## src/design/midi_message_parser_fifo_assert.svh

```systemverilog
// Assertion macros shared by the MIDI message parser FIFO RTL.
`ifndef MIDI_MESSAGE_PARSER_FIFO_ASSERT_SVH
`define MIDI_MESSAGE_PARSER_FIFO_ASSERT_SVH

// Same-cycle implication, disabled while reset is asserted.
`define MMPF_ASSERT_IMPL(label, clk, rst_n, ante, cons) \
  label: assert property (@(posedge clk) disable iff (!(rst_n)) (ante) |-> (cons)) \
    else $error("mmpf same-cycle check failed");

// Next-cycle implication, disabled while reset is asserted.
`define MMPF_ASSERT_NEXT(label, clk, rst_n, ante, cons) \
  label: assert property (@(posedge clk) disable iff (!(rst_n)) (ante) |=> (cons)) \
    else $error("mmpf next-cycle check failed");

`endif

```

## src/design/mmpf_pkg.sv

```systemverilog
// Types and constants of the MIDI message parser FIFO.
`default_nettype none

package mmpf_pkg;

  // Item kinds on the input channel
  localparam logic KIND_BYTE = 1'b0;
  localparam logic KIND_READ = 1'b1;

  // Status nibbles and reported status codes
  localparam logic [3:0] NIB_CC    = 4'hB;
  localparam logic [3:0] NIB_PC    = 4'hC;
  localparam logic [7:0] STATUS_CC = 8'hB0;
  localparam logic [7:0] STATUS_PC = 8'hC0;

  // Data byte counts per message type
  localparam logic [1:0] COUNT_CC = 2'd2;
  localparam logic [1:0] COUNT_PC = 2'd1;

  typedef struct packed {
    logic       kind;
    logic [7:0] rx_byte;
  } in_item_t;

  typedef struct packed {
    logic       found;
    logic [7:0] status_code;
    logic [3:0] midi_channel;
    logic [1:0] byte_count;
    logic [6:0] first_data;
    logic [6:0] second_data;
  } out_item_t;

  // One stored message
  typedef struct packed {
    logic       is_pc;
    logic [3:0] chan;
    logic [6:0] d0;
    logic [6:0] d1;
  } entry_t;

  localparam int ENTRY_W = $bits(entry_t);

  // Pending message type of the parser
  typedef enum logic [2:0] {
    PEND_NONE = 3'b001,
    PEND_CC   = 3'b010,
    PEND_PC   = 3'b100
  } pend_t;

endpackage

`default_nettype wire

```

## src/design/mmpf_ram.sv

```systemverilog
// Generic simple dual-port RAM with registered read.
`default_nettype none

module mmpf_ram #(
  parameter int WIDTH = 19,
  parameter int DEPTH = 16,
  localparam int AW = (DEPTH > 1) ? $clog2(DEPTH) : 1
) (
  input  wire logic             clk,
  input  wire logic             wr_en,
  input  wire logic [AW-1:0]    wr_addr,
  input  wire logic [WIDTH-1:0] wr_data,
  input  wire logic             rd_en,
  input  wire logic [AW-1:0]    rd_addr,
  output logic      [WIDTH-1:0] rd_data
);

  logic [WIDTH-1:0] mem [DEPTH];

  // Write one entry
  always_ff @(posedge clk) begin
    if (wr_en) begin
      mem[wr_addr] <= wr_data;
    end
  end

  // Read one entry, hold the data otherwise
  always_ff @(posedge clk) begin
    if (rd_en) begin
      rd_data <= mem[rd_addr];
    end
  end

endmodule

`default_nettype wire

```

## src/design/midi_message_parser_fifo.sv

```systemverilog
// Top level: MIDI byte parser feeding a message FIFO with read-request pops.
//
// Input channel (in_valid / in_stall / in_item): each item is either a
// received MIDI byte (kind 0) or a read request (kind 1). Control Change and
// Program Change messages are assembled from status and data bytes and pushed
// into a FIFO of DEPTH entries; a message that finds the FIFO full is dropped.
// Bytes produce no result item. Each read request produces exactly one result
// item on the output channel (out_valid / out_stall / out_item): the oldest
// message with found set, or found clear and all fields zero when empty.
// A read request accepted on the input loads the RAM read register and the
// read stage, then the output register; the output register waits while the
// output is stalled. Throughput: one item per cycle while the output
// is not stalled.
// When out_stall holds the output register, the RAM read stage holds too and
// in_stall rises once that stage is occupied; nothing is lost or repeated.
// Reset empties the FIFO and clears the pending message; the message store
// itself is not cleared and needs no clearing pass.
`default_nettype none

module midi_message_parser_fifo #(
  parameter int DEPTH = 16
) (
  input  wire logic                clk,
  input  wire logic                rst_n,
  input  wire logic                in_valid,
  output logic                     in_stall,
  input  wire mmpf_pkg::in_item_t  in_item,
  output logic                     out_valid,
  input  wire logic                out_stall,
  output mmpf_pkg::out_item_t      out_item
);

  import mmpf_pkg::*;

  `include "midi_message_parser_fifo_assert.svh"

  localparam int AW = (DEPTH > 1) ? $clog2(DEPTH) : 1;
  localparam int CW = $clog2(DEPTH + 1);
  localparam logic [AW-1:0] LAST_ADDR = AW'(DEPTH - 1);
  localparam logic [CW-1:0] FULL_CNT  = CW'(DEPTH);

  // FIFO control
  logic [AW-1:0] rd_ptr_r, rd_ptr_nxt;
  logic [AW-1:0] wr_ptr_r, wr_ptr_nxt;
  logic [CW-1:0] cnt_r, cnt_nxt;

  // Parser state
  pend_t      pend_r, pend_nxt;
  logic [3:0] pchan_r, pchan_nxt;
  logic [6:0] pfirst_r, pfirst_nxt;
  logic       brx_r, brx_nxt;

  // Read stage and output register
  logic      s1_valid_r, s1_valid_nxt;
  logic      s1_found_r, s1_found_nxt;
  logic      out_valid_r, out_valid_nxt;
  out_item_t out_item_r, out_item_nxt;

  logic   in_acc;
  logic   out_free;
  logic   push;
  logic   push_ok;
  logic   pop_ok;
  entry_t wr_entry;
  entry_t rd_entry;
  logic [ENTRY_W-1:0] rd_bits;

  // Handshake
  assign out_free = !out_valid_r || !out_stall;
  assign in_stall = s1_valid_r && !out_free;
  assign in_acc   = in_valid && !in_stall;

  // Parse one byte item
  always_comb begin
    pend_nxt   = pend_r;
    pchan_nxt  = pchan_r;
    pfirst_nxt = pfirst_r;
    brx_nxt    = brx_r;
    push       = 1'b0;
    wr_entry   = '{is_pc: 1'b0, chan: pchan_r, d0: pfirst_r, d1: in_item.rx_byte[6:0]};
    if (in_acc && in_item.kind == KIND_BYTE) begin
      if (in_item.rx_byte[7]) begin
        // status byte: start a new message or abandon the pending one
        pchan_nxt  = in_item.rx_byte[3:0];
        pfirst_nxt = 7'd0;
        brx_nxt    = 1'b0;
        if (in_item.rx_byte[7:4] == NIB_CC) begin
          pend_nxt = PEND_CC;
        end else if (in_item.rx_byte[7:4] == NIB_PC) begin
          pend_nxt = PEND_PC;
        end else begin
          pend_nxt = PEND_NONE;
        end
      end else begin
        unique case (pend_r)
          PEND_PC: begin
            pfirst_nxt = in_item.rx_byte[6:0];
            push       = 1'b1;
            wr_entry   = '{is_pc: 1'b1, chan: pchan_r, d0: in_item.rx_byte[6:0], d1: 7'd0};
            pend_nxt   = PEND_NONE;
            brx_nxt    = 1'b0;
          end
          PEND_CC: begin
            if (!brx_r) begin
              pfirst_nxt = in_item.rx_byte[6:0];
              brx_nxt    = 1'b1;
            end else begin
              push     = 1'b1;
              pend_nxt = PEND_NONE;
              brx_nxt  = 1'b0;
            end
          end
          PEND_NONE: begin
            // drop stray data byte
          end
          default: begin
            pend_nxt = PEND_NONE;
          end
        endcase
      end
    end
  end

  // Advance FIFO pointers and fill count
  assign push_ok = push && (cnt_r < FULL_CNT);
  assign pop_ok  = in_acc && (in_item.kind == KIND_READ) && (cnt_r != '0);

  always_comb begin
    wr_ptr_nxt = wr_ptr_r;
    rd_ptr_nxt = rd_ptr_r;
    cnt_nxt    = cnt_r;
    if (push_ok) begin
      wr_ptr_nxt = (wr_ptr_r == LAST_ADDR) ? '0 : wr_ptr_r + 1'b1;
      cnt_nxt    = cnt_r + 1'b1;
    end
    if (pop_ok) begin
      rd_ptr_nxt = (rd_ptr_r == LAST_ADDR) ? '0 : rd_ptr_r + 1'b1;
      cnt_nxt    = cnt_r - 1'b1;
    end
  end

  // Message store
  mmpf_ram #(
    .WIDTH(ENTRY_W),
    .DEPTH(DEPTH)
  ) u_store (
    .clk    (clk),
    .wr_en  (push_ok),
    .wr_addr(wr_ptr_r),
    .wr_data(wr_entry),
    .rd_en  (pop_ok),
    .rd_addr(rd_ptr_r),
    .rd_data(rd_bits)
  );

  assign rd_entry = entry_t'(rd_bits);

  // Move read requests through the read stage
  always_comb begin
    s1_valid_nxt = s1_valid_r;
    s1_found_nxt = s1_found_r;
    if (in_acc) begin
      s1_valid_nxt = (in_item.kind == KIND_READ);
      s1_found_nxt = pop_ok;
    end else if (out_free) begin
      s1_valid_nxt = 1'b0;
    end
  end

  // Format the result item
  always_comb begin
    out_valid_nxt = out_valid_r;
    out_item_nxt  = out_item_r;
    if (out_free) begin
      out_valid_nxt = s1_valid_r;
      out_item_nxt  = '0;
      if (s1_found_r) begin
        out_item_nxt.found        = 1'b1;
        out_item_nxt.status_code  = rd_entry.is_pc ? STATUS_PC : STATUS_CC;
        out_item_nxt.midi_channel = rd_entry.chan;
        out_item_nxt.byte_count   = rd_entry.is_pc ? COUNT_PC : COUNT_CC;
        out_item_nxt.first_data   = rd_entry.d0;
        out_item_nxt.second_data  = rd_entry.is_pc ? 7'd0 : rd_entry.d1;
      end
    end
  end

  // Control registers
  always_ff @(posedge clk) begin
    if (!rst_n) begin
      rd_ptr_r    <= '0;
      wr_ptr_r    <= '0;
      cnt_r       <= '0;
      pend_r      <= PEND_NONE;
      pchan_r     <= '0;
      pfirst_r    <= '0;
      brx_r       <= 1'b0;
      s1_valid_r  <= 1'b0;
      out_valid_r <= 1'b0;
    end else begin
      rd_ptr_r    <= rd_ptr_nxt;
      wr_ptr_r    <= wr_ptr_nxt;
      cnt_r       <= cnt_nxt;
      pend_r      <= pend_nxt;
      pchan_r     <= pchan_nxt;
      pfirst_r    <= pfirst_nxt;
      brx_r       <= brx_nxt;
      s1_valid_r  <= s1_valid_nxt;
      out_valid_r <= out_valid_nxt;
    end
  end

  // Payload registers
  always_ff @(posedge clk) begin
    s1_found_r <= s1_found_nxt;
    out_item_r <= out_item_nxt;
  end

  assign out_valid = out_valid_r;
  assign out_item  = out_item_r;

  // Checks
  `MMPF_ASSERT_IMPL(a_cnt_bound, clk, rst_n, 1'b1, cnt_r <= FULL_CNT)
  `MMPF_ASSERT_IMPL(a_empty_ptrs, clk, rst_n, cnt_r == '0, rd_ptr_r == wr_ptr_r)
  `MMPF_ASSERT_NEXT(a_s1_hold, clk, rst_n,
                    s1_valid_r && s1_found_r && !out_free,
                    s1_valid_r && $stable(rd_bits))
  `MMPF_ASSERT_NEXT(a_pop_count, clk, rst_n, pop_ok, cnt_r == $past(cnt_r) - 1'b1)
  `MMPF_ASSERT_IMPL(a_found_code, clk, rst_n, out_valid_r && out_item_r.found,
                    out_item_r.status_code == STATUS_CC ||
                    out_item_r.status_code == STATUS_PC)

endmodule

`default_nettype wire
```

## config.mk

```make
export PLATFORM = sky130hd
export DESIGN_NAME = midi_message_parser_fifo
export DESIGN_NICKNAME = d
export VERILOG_FILES = /design/src/design/mmpf_pkg.sv /design/src/design/mmpf_ram.sv /design/src/design/midi_message_parser_fifo.sv
export VERILOG_INCLUDE_DIRS = /design/src /design/src/design
export SDC_FILE = /design/constraint.sdc
export NUM_CORES = 1
export LEC_CHECK = 0
export BUFFER_PORTS_ARGS = -buffer_cell sky130_fd_sc_hd__buf_4
export CAP_MARGIN = 30
export CORE_MARGIN = 4
export CORE_UTILIZATION = 35
export CTS_CLUSTER_DIAMETER = 30
export DETAILED_ROUTE_END_ITERATION = 7
export MAX_ROUTING_LAYER = met4
export PLACE_DENSITY = 0.5
export SLEW_MARGIN = 10
export SYNTH_ARGS = -nofsm -noshare
export SYNTH_HDL_FRONTEND = slang
export SYNTH_SLANG_ARGS = --single-unit
```

## constraint.sdc

```tcl
create_clock -name clk -period 4.95 [get_ports clk]
set_input_delay 0.7425 -clock clk [delete_from_list [all_inputs] [get_ports clk]]
set_output_delay 0.7425 -clock clk [all_outputs]
set_load 0.01 [all_outputs]
```

==> results.json, run 1 <==
{
  "ys_types": 53,
  "power_mw": 8.78,
  "reg2reg_depth": 5,
  "postRouteAntennaNets": 0,
  "cts-htree-levels": 3,
  "netlist_area_mm2": 0.0145,
  "n_fill_cell": 3564,
  "drt_iter0_markers": 458,
  "numPortBuffers": 39,
  "cts_max_path_buffers": 3,
  "worstSetupStartpoint": "out_valid",
  "totalWireLength_mm": 30.5,
  "grt_pass1_wl_mm": 46.7,
  "endpoint": "u_store.mem[12][4]",
  "clk_latency_ns": 0.58,
  "cts_hold_buf": 0,
  "tns_ns": 0,
  "grt_usage_pct": 14.3,
  "antenna_found_initial": 0,
  "final_area_mm2": 0.0182,
  "worstSetupPathType": "flop to flop",
  "firstDrtPassIters": 4,
  "viasPerCell": 4.94,
  "numCtsBuffers": 77,
  "drv_slew": 0,
  "clk_pin_slew_worst_paths_ns": 0.05,
  "startpoint_type": "flop",
  "synth-edff-count": 346,
  "ys.flop_type": "edfxtp_1",
  "hpwlAfterDp_mm": 17.9,
  "synthArstFlopShare_pct": 0,
  "start_util_pct": 35.5,
  "worst_slew_pin_slew_ns": 0.942,
  "fin_ws_ns": 2.05,
  "ys_ff_latch": 376,
  "dieArea_mm2": 0.0448,
  "r2r_slack_ns": 2.05,
  "required_ns": 5.13,
  "endpoint_kind": "flop",
  "num-nets-final": 873,
  "synth.most_common_cell": "edfxtp_1",
  "overflow": 0,
  "synth_top_cell_area_share_pct": 71.6,
  "syn_inst": 751,
  "drive_gt1_share_pct": 30.8,
  "root_buffer": "clkbuf_16",
  "r2r-start": "out_valid",
  "ir_drop_uv": 240,
  "skew_ns": 0.0218,
  "antenna_cells": 0,
  "timing.rr.end": "u_store.mem[12][4]",
  "grt_pass1_vias": 7663,
  "syn-mean-instance-area_um2": 19.3,
  "worstPathArrival_ns": 3.09,
  "fin_crit_ns": 2.90,
  "ys_seq_area_share_pct": 75.7,
  "p_leak_nw": 6.18,
  "cts_setup_buffers": 0,
  "ys_warn_count": 0,
  "fp.dieW_um": 212,
  "run_status": "finished clean",
  "pre_cts_ws_ns": 1.43,
  "io_pins": 44,
  "setup_viol": 0,
  "gp_congestion": 0.717,
  "clock_sinks": 376,
  "slew_headroom_pct": 37.2,
  "max_cap_violations": 0,
  "finalHoldViolCount": 0,
  "cts_resized": 0,
  "final_core_util_pct": 44.5,
  "fin_crit_sh_pct": 58.6,
  "rsz0062_at_grt": "false",
  "wl_per_cell_um": 21.1,
  "synth_area_leaders": "edfxtp_1 72%, mux4_2 12%, dfxtp_1 4.1%, o22ai_1 1.6%, and2_1 1.2%",
  "max_freq_mhz": 345,
  "areaGrowthSynthToFinish_pct": 25.4,
  "hold_depth": 2,
  "die_y_um": 212,
  "cts_tree": "yes",
  "hp-class": "input port to flop",
  "drc": 0,
  "critical_path.max_fanout": 19,
  "synth_common_cells": "346 x edfxtp_1, 76 x mux4_2, 38 x o22ai_1",
  "grt_max_degree": 47,
  "synth_top_area_cell": "edfxtp_1",
  "cellPowerDensity_mw_per_mm2": 482,
  "vias": 7145,
  "fp-row-count": 74,
  "coreArea_mm2": 0.0409,
  "placed_area_mm2": 0.0154
}
## worst min path at each step
stage,to,slack (ns),startpoint
2_1_floorplan,pfirst_r[0],0.44,pfirst_r[0]
3_3_place_gp,pfirst_r[3],0.47,pfirst_r[3]
3_5_place_dp,pfirst_r[3],0.46,pfirst_r[3]
4_1_cts,pfirst_r[2],0.39,in_item[2]
5_1_grt,pfirst_r[2],0.41,in_item[2]
6_report,pfirst_r[2],0.42,in_item[2]
## routing by layer
layer	track usage [%]	vias to the layer above	part of all wire (%)
met5	-	-	0
met4	4.60	0	2.3
met3	4.00	56	5.5
met2	20.8	186	45
met1	19.7	3617	47
li1	-	3286	-
## layout by cell type (no fill, tap or decap), drive strengths merged, types with 24 or more instances in the layout
cell type,instances
nor2,31
o22ai,38
buf,60
mux4,76
edfxtp,346
clkinv,33
nand2,24
and2,28
dfxtp,30
clkbuf,86
## sequential cells by signal, summed over array words and instances, names as in the netlist
| name | cells |
|---|---|
| pfirst_r | 7 |
| s1_valid_r | 1 |
| cnt_r | 5 |
| wr_ptr_r | 4 |
| pend_r | 3 |
| out_valid | 1 |
| out_item | 22 |
| rd_ptr_r | 4 |
| pchan_r | 4 |
| brx_r | 1 |
| u_store.mem | 304 |
| u_store.rd_data | 19 |
| s1_found_r | 1 |
## layout make-up
class / instances / area (um^2) / area share, %
multi-input cells: 329 / 3320 / 18.2
well taps: 532 / 666 / 3.66
clock buffers: 86 / 1980 / 10.9
repair buffers: 60 / 493 / 2.71
clock inverters: 57 / 718 / 3.95
inverters: 7 / 28.8 / 0.158
flip-flops and latches: 376 / 11000 / 60.4
## per-stage QoR
| step | hold WS [ns] | cells |
|---|---|---|
| 2_1_floorplan | 0.443 | 754 |
| 3_3_place_gp | 0.465 | 1300 |
| 3_5_place_dp | 0.463 | 1300 |
| 4_1_cts | 0.394 | 1443 |
| 5_1_grt | 0.415 | 1447 |
| 6_report | 0.422 | 1447 |
## logic make-up after synthesis
| logic type | Yosys count | share of synthesized area, % |
|---|---|---|
| compound gates | 87 | 3.88 |
| fa+ha+maj | 9 | 0.827 |
| simple gates | 138 | 4.99 |
| flops | 376 | 75.7 |
| xor+xnor | 1 | 0.0603 |
| mux | 90 | 12.9 |
| buf+inv | 49 | 1.66 |
| other cells | 1 | 0.0258 |
## critical path, cell delays in order (launching register included)
cell and delay (ns):
dfxtp_1 0.33, nand3_2 0.14, inv_4 0.07, or4_4 0.52
nor2_1 0.56, and3_1 0.88
## report_power, final
part / leakage (nW) / switching [mW] / internal, mW
registers: 3.51 / 0.00892 / 3.46
clock network: 1.29 / 1.70 / 3.54
logic: 1.38 / 0.0466 / 0.0231
total: 6.18 / 1.76 / 7.02
Power figures use the tool's default switching activity.
==> run 2, diff against run 1 <==
Settings changed: ABC_AREA from default to 1.
Clock period 4.95 ns to 2.7 ns, I/O delays scaled along.
==> results.json, run 2 <==
{
  "wl_per_cell_um": 18.3,
  "ys_warn_count": 0,
  "finalHoldViolCount": 0,
  "hp-class": "input port to flop",
  "synth_area_leaders": "edfxtp_1 68%, nor2_1 7.4%, o21ai_0 4.9%, dfxtp_1 3.9%, nand2_1 3.6%",
  "viasPerCell": 4.81,
  "cp_cell_sequence": "nand3_2 > nand3_2 > nor2_1 > nand2_2 > inv_2 > nand2_1 > nor2_2 > buf_4",
  "clk_pin_slew_worst_paths_ns": 0.05,
  "required_ns": 2.94,
  "totalWireLength_mm": 37.7,
  "grt_max_degree": 80,
  "layout_common_cells": "346 x edfxtp_1, 287 x nor2_1, 148 x o21ai_0",
  "cp_top_family": "simple AND/OR/NAND/NOR gates",
  "ir_drop_uv": 788,
  "synth-edff-count": 346,
  "drt_iter0_markers": 838,
  "hp-start": "rst_n",
  "cts_resized": 0,
  "fin_crit_ns": 2.13,
  "layout_commonest_cell": "edfxtp_1",
  "tns_ns": 0,
  "n_fill_cell": 4064,
  "overflow": 0,
  "netlist_area_mm2": 0.0153,
  "synth_top_cell_area_share_pct": 67.8,
  "dieArea_mm2": 0.0472,
  "startpoint_type": "flop",
  "areaGrowthSynthToFinish_pct": 26.0,
  "root_buffer": "clkbuf_16",
  "grt_pass1_vias": 9979,
  "final_area_mm2": 0.0193,
  "ys_types": 28,
  "endpoint_kind": "flop",
  "combPwrFrac_pct": 8.6,
  "p_sw_share_pct": 23.2,
  "ys.flop_type": "edfxtp_1",
  "slew_headroom_pct": 43.4,
  "gp_congestion": 0.768,
  "vias": 9936,
  "clk_latency_ns": 0.58,
  "firstDrtPassIters": 5,
  "cellPowerDensity_mw_per_mm2": 948,
  "worst_slew_pin_slew_ns": 0.849,
  "p_leak_nw": 7.10,
  "internal_power_mw": 14.1,
  "synth_top_area_cell": "edfxtp_1",
  "numCtsBuffers": 79,
  "start_util_pct": 35.5,
  "regMostFlops": "u_store.mem",
  "synthArstFlopShare_pct": 0,
  "io_pins": 44,
  "cp.buffers_inverters": 2,
  "numPortBuffers": 39,
  "cts_max_path_buffers": 3,
  "hold_depth": 3,
  "max_cap_violations": 0,
  "placed_area_mm2": 0.0165,
  "worst_path_max_delay_cell": "dfxtp_1",
  "cts_hold_buf": 0,
  "skew_ns": 0.0154,
  "clock_sinks": 376,
  "run_status": "finished clean",
  "postRouteAntennaNets": 0,
  "grt_usage_pct": 16.5,
  "synth_common_cells": "346 x edfxtp_1, 304 x nor2_1, 151 x o21ai_0",
  "timing.rr.end": "u_store.mem[4][18]",
  "min_to": "pend_r[2]",
  "antenna_found_initial": 0,
  "die_y_um": 217,
  "rsz0062_at_grt": "false",
  "final-seq-area_mm2": 0.0110,
  "r2r-start": "s1_valid_r",
  "fp.dieW_um": 217,
  "cts_tree": "yes",
  "power_frac_clock_pct": 55.3,
  "largest_register_ffs": 304,
  "drive_gt1_share_pct": 16.5,
  "synth.most_common_cell": "edfxtp_1",
  "num-nets-final": 1440,
  "syn_inst": 1325,
  "ys_ff_latch": 376,
  "seqPwrFrac_pct": 36.1,
  "switching_power_mw": 4.25,
  "drv_slew": 0,
  "reg2reg_depth": 8,
  "ys_seq_area_share_pct": 71.7,
  "drc": 0,
  "cts_setup_buffers": 0,
  "critical_path.max_fanout": 19,
  "r2r_slack_ns": 0.57,
  "grt_pass1_wl_mm": 58.1,
  "hpwlAfterDp_mm": 22.6,
  "coreArea_mm2": 0.0432,
  "cpPeakStageDelay_ns": 0.32,
  "max_freq_mhz": 470,
  "worstSetupPathType": "flop to flop",
  "cts-htree-levels": 3,
  "fin_crit_sh_pct": 78.8,
  "worstPathArrival_ns": 2.36,
  "setup_viol": 0,
  "crit_path_frequent_cell": "nand3_2",
  "fp-row-count": 76,
  "syn-mean-instance-area_um2": 11.6,
  "multi_input_area_mm2": 0.00362
}
## run 2: cell count changes after synthesis, sizes merged, moves of 38 or more
| cell | previous run | this run |
|---|---|---|
| o22ai | 38 | 0 |
| mux4 | 76 | 0 |
| inv | 7 | 86 |
| o21ai | 8 | 209 |
| nand2 | 24 | 149 |
| nor2 | 31 | 306 |
| o211ai | 0 | 38 |
## run 2: cell families (layout without fill, tap and decap cells)
kind of cell / Yosys count / after routing / share of synthesized area [%]
simple gates: 507 / 507 / 13.1
flops: 376 / 376 / 71.7
compound gates: 266 / 266 / 9.31
buf+inv: 164 / 317 / 5.00
fa+ha+maj: 9 / 9 / 0.784
xor+xnor: 2 / 2 / 0.114
other cells: 1 / 5 / 0.0245
## run 2: area by class of cell
class / instances / share of cell area, %
Inverter: 86 / 1.68
Multi-Input combinational cell: 788 / 18.8
Clock buffer: 95 / 11.3
Clock inverter: 49 / 3.39
Tap cell: 585 / 3.79
Sequential cell: 376 / 56.9
Timing Repair Buffer: 87 / 4.16
Antenna cell: 1 / 0.0130
## run 2: worst reg2reg max path: cells and delay by family (launching register included)
family | cells | cell delay [ns]
flops | 1 | 0.32
simple gates | 6 | 1.01
buf+inv | 2 | 0.46
## run 2: through the flow
stage / utilization, % / hold WS [ns] / power (mW) / instances / setup WS, ns
CTS: 44.7 / 0.112 / 18.5 / 2066 / 0.556
global placement: 38.2 / 0.454 / 8.30 / 1922 / 0.418
detailed placement: 38.2 / 0.460 / 8.31 / 1922 / 0.357
global route: 44.7 / 0.126 / 19.0 / 2066 / 0.387
floorplan: - / 0.443 / 7.75 / 1328 / 0.314
finish: 44.7 / 0.137 / 18.3 / 2067 / 0.572
## run 2: power by group through the flow
stage               clock (mW)  sequential [mW]  combinational, mW
global placement             0             6.71               1.59
finish                    10.1             6.60               1.58
global route              10.7             6.61               1.78
floorplan                    0             6.68               1.07
CTS                       10.3             6.61               1.61
detailed placement           0             6.71               1.60
## run 2: worst max-delay path by stage
stage                     startpoint                  to  depth (start not counted)
after floorplan            out_stall            cnt_r[4]                         12
after global placement     out_stall   u_store.mem[4][6]                          9
after detailed placement   out_stall   u_store.mem[4][6]                          9
after CTS                 s1_valid_r  u_store.mem[4][18]                          8
after global routing      s1_valid_r  u_store.mem[4][18]                          8
final                     s1_valid_r  u_store.mem[4][18]                          8
## run 2: layer usage
| layer | global-route usage (%) | up-vias | part of all wire [%] |
|---|---|---|---|
| li1 | - | 4807 | - |
| met4 | 4.49 | 0 | 1.8 |
| met3 | 3.57 | 57 | 5.2 |
| met5 | - | - | 0 |
| met2 | 25.6 | 212 | 47 |
| met1 | 22.3 | 4860 | 46 |
==> run 3, diff against run 2 <==
Settings changed: PLACE_DENSITY 0.5 to 0.52.
Clock period 2.7 ns to 1.9 ns, I/O delays scaled along.
==> results.json, run 3 (synthesized netlist as in run 2, its figures left out) <==
{
  "wirelength_met1_mm": 17.2,
  "firstDrtPassIters": 5,
  "final-seq-area_mm2": 0.0110,
  "final_area_mm2": 0.0204,
  "timing.rr.end": "u_store.mem[13][8]",
  "multi_input_area_mm2": 0.00377,
  "worst_slew_pin_slew_ns": 0.918,
  "final_core_util_pct": 47.1,
  "ir_drop_uv": 734,
  "wl_met3_mm": 2.05,
  "cts_max_path_buffers": 3,
  "endpoint": "u_store.mem[13][8]",
  "clock_sinks": 376,
  "hp-class": "input port to flop",
  "largest_register_ffs": 304,
  "wl_per_cell_um": 17.8,
  "postRouteAntennaNets": 0,
  "rsz0062_at_grt": "true",
  "vias": 10200,
  "critical_path.max_fanout": 6,
  "slew_headroom_pct": 38.7,
  "cellPowerDensity_mw_per_mm2": 1320,
  "max_cap_violations": 0,
  "skew_ns": 0.0255,
  "fin_crit_sh_pct": 96.9,
  "numCtsBuffers": 84,
  "grt_usage_pct": 16.5,
  "numPortBuffers": 39,
  "p_leak_nw": 7.52,
  "clk_pin_slew_worst_paths_ns": 0.04,
  "antenna_cells": 0,
  "num-nets-final": 1491,
  "wl_met2_mm": 17.7,
  "hold_depth": 3,
  "grt_max_degree": 80,
  "antenna_found_initial": 0,
  "layout_common_cells": "346 x edfxtp_1, 283 x nor2_1, 144 x nand2_1, 144 x o21ai_0, 92 x clkbuf_16",
  "drc": 0,
  "fin_crit_ns": 1.84,
  "worstSetupPathType": "flop to flop",
  "top_layer": "met4",
  "totalWireLength_mm": 37.8,
  "worstPathArrival_ns": 2.12,
  "required_ns": 2.18,
  "start_util_pct": 35.5,
  "cts-htree-levels": 3,
  "run_status": "finished clean",
  "drt_iter0_markers": 829,
  "reg2reg_depth": 8,
  "areaGrowthSynthToFinish_pct": 32.8,
  "fin_ws_ns": 0.0598,
  "cts_tree": "yes",
  "clk_latency_ns": 0.59,
  "r2r_slack_ns": 0.06,
  "max_freq_mhz": 543,
  "coreArea_mm2": 0.0432,
  "pre_cts_ws_ns": -0.0279,
  "r2r-start": "pend_r[2]",
  "grt_pass1_wl_mm": 58.6,
  "viasPerCell": 4.82,
  "dieArea_mm2": 0.0472,
  "finalHoldViolCount": 0,
  "setup_viol": 0,
  "regMostFlops": "u_store.mem",
  "overflow": 0,
  "grt_pass1_vias": 10100,
  "worstSetupStartpoint": "pend_r[2]",
  "endpoint_kind": "flop",
  "drv_slew": 0,
  "fp.dieW_um": 217,
  "root_buffer": "clkbuf_16",
  "gp_congestion": 0.801,
  "placed_area_mm2": 0.0172,
  "die_y_um": 217,
  "n_fill_cell": 3884,
  "drive_gt1_share_pct": 20.5,
  "startpoint_type": "flop",
  "io_pins": 44,
  "fp-row-count": 76,
  "hpwlAfterDp_mm": 22.6,
  "layout_commonest_cell": "edfxtp_1"
}
run 3: power by group:
group	switching, mW	internal, mW
Sequential	0.0734	9.26
Combinational	1.58	0.895
Clock	4.35	10.6
run 3: cell type report:
class / instances / area share [%]
Clock inverter: 50 / 3.22
Sequential cell: 376 / 54.1
Clock buffer: 101 / 11.4
Inverter: 86 / 1.64
Tap cell: 585 / 3.60
Timing Repair Buffer: 133 / 7.54
Multi-Input combinational cell: 788 / 18.5
run 3: routing by layer:
layer	vias to the layer above	track usage, %
met1	4989	22.4
met4	0	5.07
li1	4909	-
met2	250	25.1
met3	60	3.60
met5	-	-
run 3: worst min-delay path by stage:
stage / from / to / slack, ns
3_3_place_gp: s1_valid_r / out_valid / 0.44
5_1_grt: rst_n / pend_r[1] / 0.02
3_5_place_dp: brx_r / brx_r / 0.46
2_1_floorplan: s1_valid_r / out_valid / 0.44
4_1_cts: rst_n / rd_ptr_r[1] / 0.005
6_report: rst_n / pend_r[1] / 0.03
run 3: through the flow:
stage                     instances  hold slack, ns  total power, mW  setup TNS (ns)
after floorplan                1328           0.435             11.0          -11.40
after global placement         1961           0.444             11.9               0
after detailed placement       1961           0.456             11.9         -0.0279
after CTS                      2113         0.00513             27.1               0
after global routing           2119          0.0232             27.9          -0.230
final                          2119          0.0306             26.8               0
run 3: what timing repair did:
action / in CTS / in global routing
setup buffers: 0 / 3
endpoints found under the setup margin: 0 / 149
hold buffers: 1 / 0
hold endpoints to repair: 1 / 0
gates resized for setup: 0 / 21
run 3: critical path, cell delays in order (launching register included):
cell	delay, ns
dfxtp_1	0.41
nand4_1	0.19
nand2_4	0.15
nand2_2	0.09
inv_4	0.09
nand2_2	0.06
buf_6	0.13
nor2_4	0.22
clkbuf_16	0.21
